File: src/rtl/core/hse_pkg.sv
package hse_pkg;

  localparam int CAPACITY = 64;
  localparam int POS_W    = $clog2(CAPACITY + 1);
  localparam int ADDR_W   = $clog2(CAPACITY);
  localparam int CHILD_W  = POS_W + 1;
  localparam int KEY_W    = 32;

  typedef struct packed {
    logic signed [KEY_W-1:0] key;
    logic                    last_key;
  } item_t;

  typedef struct packed {
    logic signed [KEY_W-1:0] sorted_key;
    logic                    last_out;
    logic                    overflow;
  } result_t;

  // true when a must sit above b in the heap
  function automatic logic ranks_above(input logic dir,
                                       input logic signed [KEY_W-1:0] a,
                                       input logic signed [KEY_W-1:0] b);
    ranks_above = dir ? (a < b) : (a > b);
  endfunction

endpackage

File: src/rtl/core/hse_ram.sv
module hse_ram #(
  parameter int WIDTH = 32,
  parameter int DEPTH = 64
) (
  input  logic                     clk,
  input  logic                     we,
  input  logic [$clog2(DEPTH)-1:0] waddr,
  input  logic [WIDTH-1:0]         wdata,
  input  logic [$clog2(DEPTH)-1:0] raddr,
  output logic [WIDTH-1:0]         rdata
);

  logic [WIDTH-1:0] mem [DEPTH];

  always_ff @(posedge clk) begin
    if (we) begin
      mem[waddr] <= wdata;
    end
    rdata <= mem[raddr];
  end

endmodule

File: src/rtl/core/hse_front.sv
module hse_front (
  input  logic          clk,
  input  logic          rst,
  input  logic          push,
  output logic          full,
  input  hse_pkg::item_t item,
  output logic          avail,
  input  logic          take,
  output hse_pkg::item_t head
);
  import hse_pkg::*;

  // two-entry request queue
  item_t      slot [2];
  logic       rd_ptr;
  logic       wr_ptr;
  logic [1:0] fill;
  logic       do_push;
  logic       do_take;

  assign full    = (fill == 2'd2);
  assign avail   = (fill != 2'd0);
  assign head    = slot[rd_ptr];
  assign do_push = push && !full;
  assign do_take = take && avail;

  always_ff @(posedge clk) begin
    if (do_push) begin
      slot[wr_ptr] <= item;
    end
    if (rst) begin
      rd_ptr <= 1'b0;
      wr_ptr <= 1'b0;
      fill   <= 2'd0;
    end else begin
      if (do_push) begin
        wr_ptr <= ~wr_ptr;
      end
      if (do_take) begin
        rd_ptr <= ~rd_ptr;
      end
      fill <= fill + {1'b0, do_push} - {1'b0, do_take};
    end
  end

endmodule

File: src/rtl/core/hse_back.sv
module hse_back (
  input  logic           clk,
  input  logic           rst,
  input  logic           direction,
  input  logic           avail,
  output logic           take,
  input  hse_pkg::item_t head,
  output logic           empty,
  input  logic           pop,
  output hse_pkg::result_t result
);
  import hse_pkg::*;

  localparam logic [3:0] S_IDLE    = 4'd0;
  localparam logic [3:0] S_INS_RD  = 4'd1;
  localparam logic [3:0] S_INS_CMP = 4'd2;
  localparam logic [3:0] S_EX_RD1  = 4'd3;
  localparam logic [3:0] S_EX_RD2  = 4'd4;
  localparam logic [3:0] S_EX_SET  = 4'd5;
  localparam logic [3:0] S_EX_CHK  = 4'd6;
  localparam logic [3:0] S_EX_C1   = 4'd7;
  localparam logic [3:0] S_EX_C2   = 4'd8;
  localparam logic [3:0] S_EX_CMP  = 4'd9;
  localparam logic [3:0] S_EX_FIN  = 4'd10;
  localparam logic [3:0] S_EX_PUT  = 4'd11;
  localparam logic [3:0] S_EM_RD   = 4'd12;
  localparam logic [3:0] S_EM_LD   = 4'd13;

  logic [3:0]              state;
  logic [POS_W-1:0]        count;
  logic                    ovf;
  logic signed [KEY_W-1:0] cur;      // key being inserted, or moved key on extraction
  logic signed [KEY_W-1:0] top;
  logic signed [KEY_W-1:0] best;
  logic                    last;
  logic [POS_W-1:0]        pos;      // insert position, or parent on sift down
  logic [CHILD_W-1:0]      child;
  logic [POS_W-1:0]        top_pos;
  logic [POS_W-1:0]        run_n;
  logic [POS_W-1:0]        idx;
  logic                    out_valid;
  result_t                 out_reg;

  logic                    we;
  logic [ADDR_W-1:0]       waddr;
  logic [KEY_W-1:0]        wdata;
  logic [ADDR_W-1:0]       raddr;
  logic [KEY_W-1:0]        rdata;
  logic [POS_W-1:0]        parent_pos;
  logic [POS_W-1:0]        rd_pos;
  logic [POS_W-1:0]        wr_pos;
  logic                    out_free;
  logic                    child_in;

  hse_ram #(.WIDTH(KEY_W), .DEPTH(CAPACITY)) u_store (
    .clk   (clk),
    .we    (we),
    .waddr (waddr),
    .wdata (wdata),
    .raddr (raddr),
    .rdata (rdata)
  );

  assign parent_pos = pos >> 1;
  assign out_free   = !out_valid || pop;
  assign child_in   = (child <= {1'b0, count});
  assign empty      = !out_valid;
  assign result     = out_reg;
  assign take       = (state == S_IDLE) && avail;

  always_comb begin
    rd_pos = parent_pos;
    case (state)
      S_INS_RD: rd_pos = parent_pos;
      S_EX_RD1: rd_pos = POS_W'(1);
      S_EX_RD2: rd_pos = count;
      S_EX_CHK: rd_pos = child[POS_W-1:0];
      S_EX_C1:  rd_pos = POS_W'(child + CHILD_W'(1));
      S_EM_RD:  rd_pos = idx;
      default:  rd_pos = parent_pos;
    endcase
    raddr = ADDR_W'(rd_pos - POS_W'(1));
  end

  always_comb begin
    we     = 1'b0;
    wr_pos = pos;
    wdata  = cur;
    case (state)
      S_INS_RD: begin
        if (pos == POS_W'(1)) begin
          we = 1'b1;
        end
      end
      S_INS_CMP: begin
        we = 1'b1;
        if (ranks_above(direction, cur, rdata)) begin
          wdata = rdata;
        end
      end
      S_EX_CMP: begin
        if (ranks_above(direction, best, cur)) begin
          we    = 1'b1;
          wdata = best;
        end
      end
      S_EX_FIN: we = 1'b1;
      S_EX_PUT: begin
        we     = 1'b1;
        wr_pos = top_pos;
        wdata  = top;
      end
      default: we = 1'b0;
    endcase
    waddr = ADDR_W'(wr_pos - POS_W'(1));
  end

  always_ff @(posedge clk) begin
    if (rst) begin
      state     <= S_IDLE;
      count     <= '0;
      ovf       <= 1'b0;
      out_valid <= 1'b0;
    end else begin
      if (pop && out_valid) begin
        out_valid <= 1'b0;
      end
      case (state)
        S_IDLE: begin
          if (avail) begin
            cur  <= head.key;
            last <= head.last_key;
            if (count == POS_W'(CAPACITY)) begin
              ovf <= 1'b1;
              if (head.last_key) begin
                run_n <= count;
                state <= S_EX_RD1;
              end
            end else begin
              pos   <= count + POS_W'(1);
              count <= count + POS_W'(1);
              state <= S_INS_RD;
            end
          end
        end
        S_INS_RD: begin
          if (pos == POS_W'(1)) begin
            run_n <= count;
            state <= last ? S_EX_RD1 : S_IDLE;
          end else begin
            state <= S_INS_CMP;
          end
        end
        S_INS_CMP: begin
          if (ranks_above(direction, cur, rdata)) begin
            pos   <= parent_pos;
            state <= S_INS_RD;
          end else begin
            run_n <= count;
            state <= last ? S_EX_RD1 : S_IDLE;
          end
        end
        S_EX_RD1: state <= S_EX_RD2;
        S_EX_RD2: begin
          top   <= rdata;
          state <= S_EX_SET;
        end
        S_EX_SET: begin
          cur     <= rdata;
          top_pos <= count;
          count   <= count - POS_W'(1);
          pos     <= POS_W'(1);
          child   <= CHILD_W'(2);
          state   <= S_EX_CHK;
        end
        S_EX_CHK: state <= child_in ? S_EX_C1 : S_EX_FIN;
        S_EX_C1: begin
          best  <= rdata;
          state <= (child < {1'b0, count}) ? S_EX_C2 : S_EX_CMP;
        end
        S_EX_C2: begin
          if (ranks_above(direction, rdata, best)) begin
            best  <= rdata;
            child <= child + CHILD_W'(1);
          end
          state <= S_EX_CMP;
        end
        S_EX_CMP: begin
          if (ranks_above(direction, best, cur)) begin
            pos   <= child[POS_W-1:0];
            child <= {child[CHILD_W-2:0], 1'b0};
            state <= S_EX_CHK;
          end else begin
            state <= S_EX_FIN;
          end
        end
        S_EX_FIN: state <= S_EX_PUT;
        S_EX_PUT: begin
          idx   <= POS_W'(1);
          state <= (count == '0) ? S_EM_RD : S_EX_RD1;
        end
        S_EM_RD: begin
          if (out_free) begin
            state <= S_EM_LD;
          end
        end
        S_EM_LD: begin
          out_valid          <= 1'b1;
          out_reg.sorted_key <= rdata;
          out_reg.last_out   <= (idx == run_n);
          out_reg.overflow   <= ovf;
          idx                <= idx + POS_W'(1);
          if (idx == run_n) begin
            ovf   <= 1'b0;
            state <= S_IDLE;
          end else begin
            state <= S_EM_RD;
          end
        end
        default: state <= S_IDLE;
      endcase
    end
  end

endmodule

File: src/rtl/core/heap_sort_engine.sv
// insert: the key climbs one heap level per parent read (heap store read port)
// drain: each root goes to the heap end, the last key sifts down; then results go out
// one request in work at a time; a two-entry queue takes requests meanwhile
// loading: the next key is taken only once the sift-up loop of the last one is done
// reset: synchronous, clears heap count, overflow flag, direction and queues
module heap_sort_engine (
  input  logic             clk,
  input  logic             rst,
  input  logic             direction_we,
  input  logic             direction,
  input  logic             push,
  output logic             full,
  input  hse_pkg::item_t   item,
  output logic             empty,
  input  logic             pop,
  output hse_pkg::result_t result
);
  import hse_pkg::*;

  logic  dir;
  logic  avail;
  logic  take;
  item_t head;

  always_ff @(posedge clk) begin
    if (rst) begin
      dir <= 1'b0;
    end else if (direction_we) begin
      dir <= direction;
    end
  end

  hse_front u_front (
    .clk   (clk),
    .rst   (rst),
    .push  (push),
    .full  (full),
    .item  (item),
    .avail (avail),
    .take  (take),
    .head  (head)
  );

  hse_back u_back (
    .clk       (clk),
    .rst       (rst),
    .direction (dir),
    .avail     (avail),
    .take      (take),
    .head      (head),
    .empty     (empty),
    .pop       (pop),
    .result    (result)
  );

endmodule
File: config.mk
export PLATFORM = sky130hd
export DESIGN_NAME = heap_sort_engine
export DESIGN_NICKNAME = d
export VERILOG_FILES = /design/src/rtl/core/hse_pkg.sv /design/src/rtl/core/hse_ram.sv /design/src/rtl/core/hse_front.sv /design/src/rtl/core/hse_back.sv /design/src/rtl/core/heap_sort_engine.sv
export SDC_FILE = /design/constraint.sdc
export NUM_CORES = 2
export LEC_CHECK = 0
export BUFFER_PORTS_ARGS = -buffer_cell sky130_fd_sc_hd__buf_2
export CORE_ASPECT_RATIO = 0.5
export CORE_MARGIN = 1
export CORE_UTILIZATION = 63
export DETAILED_ROUTE_END_ITERATION = 8
export GPL_TIMING_DRIVEN = 0
export PLACE_DENSITY = 0.79
export REMOVE_ABC_BUFFERS = 1
export SYNTH_ARGS = -nofsm -noshare
export SYNTH_HDL_FRONTEND = slang
export SYNTH_SLANG_ARGS = --single-unit
export TNS_END_PERCENT = 5
File: constraint.sdc
create_clock -name clk -period 7.4 [get_ports clk]
set_input_delay 0.74 -clock clk [delete_from_list [all_inputs] [get_ports clk]]
set_output_delay 0.74 -clock clk [all_outputs]
set_load 0.005 [all_outputs]
==> summary.md <==
| Metric | Value |
|---|---|
| Num CTS Buffers | `190` |
| Crit path DAT | `7.71 ns` |
| H-tree level count | `4` |
| Tot Pwr | `49.52 mW` |
| Largest family of logic cells by synthesized area | `multiplexers` |
| Core box area | `0.1436 mm2` |
| GRT Resource Usage Total | `37.81%` |
| Skew-Pair Late Insertion Delay | `0.85 ns` |
| Number of flops mapped to enable cells by yosys | `2,280` |
| Setup crit start kind | `flop` |
| CP endpoint kind | `flop` |
| Initial DRC count | `10,130` |
| Clk sinks | `2,331` |
| Via count | `51,640` |
| CP startpoint | `u_back.state[0]` |
| Slew @ Worst Pin | `1.472 ns` |
| Initial core utilization | `63.84%` |
| Hold Slack | `0.1029 ns` |
| Status | `finished clean` |
| Rel. slew slack | `1.161%` |
| Layout area overhead | `14.80%` |
| Ys async rst share | `0%` |
| Number of synthesis warnings | `0` |
| Routability cong. | `0.9424` |
| Final setup vio count | `0` |
| Fraction of layout cells with a size suffix above 1 | `29.85%` |
| Hold WC Path Type | `in2reg` |
| Syn_area_per_cell | `21.63 um2` |
| Row count | `98` |
| RSZ-0062 raised after global routing | `false` |
| Die area | `0.1471 mm2` |
| ANT nets after route | `0` |
| PD cells | `470.6 mW/mm2` |
| Seq cells post-synth | `2,331` |
| Share of power burned in registers | `34.2%` |
| Design Area, Final | `0.1052 mm2` |
| Clk pwr share | `21.1%` |
| Cts hold-fix bufs | `0` |
| First-pass GRT wire length | `384,400 um` |
| Area share of the largest cell type after synthesis | `74.69%` |
| Die H | `271.7 um` |
| Req. time, crit path | `7.93 ns` |
| Grt ovf | `0` |
| Internal power | `31.39 mW` |
| DP HPWL | `156,700 um` |
| Most common flop cell mapped by yosys | `edfxtp_1` |
| Post-Place Worst Slack | `0.6361 ns` |
| Die width | `541.4 um` |
| Number of global-route vias before repair | `50,420` |
| Switching part of the total power | `36.61%` |
| Period minus WS final | `7.181 ns` |
| Post-Place Cells | `6,360` |
| Top cells by count, synth | `edfxtp_1, mux4_2, clkbuf_1` |
| Crit path max fanout | `34` |
| Combinational share of power | `44.7%` |
| WL per Instance | `41.24 um` |
| Longest Clk Path Bufs | `3` |
| Net count, final | `4,754` |
| Synth cell types | `68` |
| Port Buffer Count | `74` |
| Maxcap violations | `0` |
| Final worst path period share | `97.04%` |
| Synth top area cells | `edfxtp_1, mux4_2, ha_1` |
| RR Startpoint | `u_back.state[0]` |
| Root buffer cell | `clkbuf_16` |
| WS Path Type | `reg2reg` |
| Drt drc | `0` |
| I/O Pins | `75` |
| Clock Pin Slew Worst Setup and Hold Paths | `0.07 ns` |
| Post-synthesis mux area share | `16.22%` |
| Simple-gate area share of the yosys netlist | `2.009%` |
| Max Fclk | `0.1393 GHz` |
| XOR/XNOR Fraction of Synth Area | `0.4109%` |
| Final wirelength | `277,300 um` |
| Cells after Synth | `4,238` |
| Pre-Repair DR Iteration Count | `8` |
| Largest net degree at the start of global routing | `49` |
| Drt via density | `7.680` |
| Psw | `18.13 mW` |
| Final setup margin | `0.2191 ns` |
| Fin Setup TNS | `0 ns` |
| Placed standard-cell area | `0.09907 mm2` |
| HP Start | `item[6]` |
| Leakage | `33.82 nW` |
| Adder-Cell Fraction of Synth Area | `1.515%` |
| Hold Fails Final Rpt | `0` |
| Synth Cell Area | `0.09167 mm2` |
| Register area share after synthesis | `75.80%` |
| Most frequent cell after synthesis | `edfxtp_1` |
| Cell accounting for the most synthesized area | `edfxtp_1` |
| Final std cells w/o fill | `6,724` |
| Final Core Density | `73.29%` |
| Synth Area in Compound Gates | `2.554%` |
| Slew Limit Fails | `0` |
| CTS tree | `yes` |
| Max VDD drop | `0.6057 mV` |
| Clk_skew | `0.05651 ns` |
| Initial antenna violation count | `11` |
-- worst paths after layout --
check,slack (ns),endpoint,cells after the start
worst max-delay path,0.22,u_back.u_store.mem[4][12],14
worst min-delay path,0.10,u_front.slot[1][6],1
worst min register to register,0.45,u_back.result[0],0
worst max register to register,0.22,u_back.u_store.mem[4][12],14
-- placed cells by master, fill, tap and decap left out, types with 19 or more instances in the layout --
master / Yosys / final
a21oi_1: 82 / 81
nor2_1: 126 / 95
buf_8: 0 / 25
a222oi_1: 30 / 30
buf_2: 20 / 74
a21o_1: 20 / 20
mux2i_1: 44 / 43
buf_16: 0 / 32
buf_6: 15 / 152
inv_1: 119 / 119
xnor2_1: 27 / 26
nor3_2: 1 / 42
clkinv_1: 0 / 42
nor3_1: 63 / 22
o21ai_0: 61 / 31
edfxtp_1: 2280 / 2280
clkbuf_16: 0 / 193
nand2_1: 98 / 96
clkinv_2: 0 / 41
clkbuf_1: 133 / 38
nor2_4: 0 / 32
nand4_1: 19 / 19
ha_1: 111 / 110
dfxtp_1: 51 / 50
nand3_1: 29 / 29
o21ai_4: 0 / 30
buf_4: 0 / 22
a22oi_1: 75 / 75
mux4_2: 640 / 640
buf_12: 0 / 76
-- routing by layer --
| layer | vias up | track usage (%) | part of all wire, % |
|---|---|---|---|
| li1 | 18570 | - | - |
| met1 | 26110 | 51.15 | 33 |
| met2 | 5908 | 57.71 | 46 |
| met3 | 1036 | 11.74 | 16 |
| met4 | 16 | 16.66 | 5.3 |
| met5 | - | 0 | 0.035 |
-- layout make-up --
type,instances,area [um2]
sequential,2331,69490
fill,6978,38350
multi-input combinational,1580,21700
clock buffer,239,5082
timing repair buffer,381,5025
tap,1950,2440
clock inverter,119,1039
inverter,120,450.4
antenna,4,10.01
-- flip-flops by register name (all words and copies together), names as in the netlist, 2 cells and up, named ones only --
name	flops
u_back.u_store.mem	2048
u_front.fill	2
u_back.count	7
u_back.u_store.rdata	32
u_front.slot	66
u_back.idx	7
u_back.result	34
u_back.cur	32
u_back.top_pos	6
u_back.pos	7
u_back.run_n	7
u_back.state	4
u_back.best	32
u_back.top	32
u_back.child	8
-- power by group through the flow --
stage | clock network [mW] | logic [mW] | registers [mW]
CTS | 10.4 | 21.5 | 16.9
floorplan | 0 | 10.4 | 17.2
detailed placement | 0 | 20.6 | 17.1
finish | 10.4 | 22.2 | 16.9
global placement | 0 | 11.7 | 17.6
global route | 10.9 | 22.6 | 16.9
-- worst max-delay path, stage by stage (launching register included) --
cell and delay [ns]:
dfxtp_1 1.15, nand2_1 0.30, nor2_4 0.52, buf_12 0.28, nand2_1 0.08, nand2_1 0.29
inv_2 0.18, ha_1 0.28, xnor2_1 0.74, nand3_1 1.21, nor3_2 1.04, buf_8 0.25
buf_8 0.18, buf_6 0.18, buf_6 0.17
-- cells by family after synthesis --
kind of cell	count (synthesis)
AOI/OAI and AO/OA	346
buffers and inverters	327
muxes	685
xor gates and xnor gates	43
DFF	2331
adders and majority gates	111
and+or+nand+nor	395
-- timing repair --
item / CTS / global route
buffers inserted: 0 / 2
endpoints found under the setup margin: 0 / 152
resized for setup: 0 / 0
No activity file was read; power rests on OpenSTA's default activity.
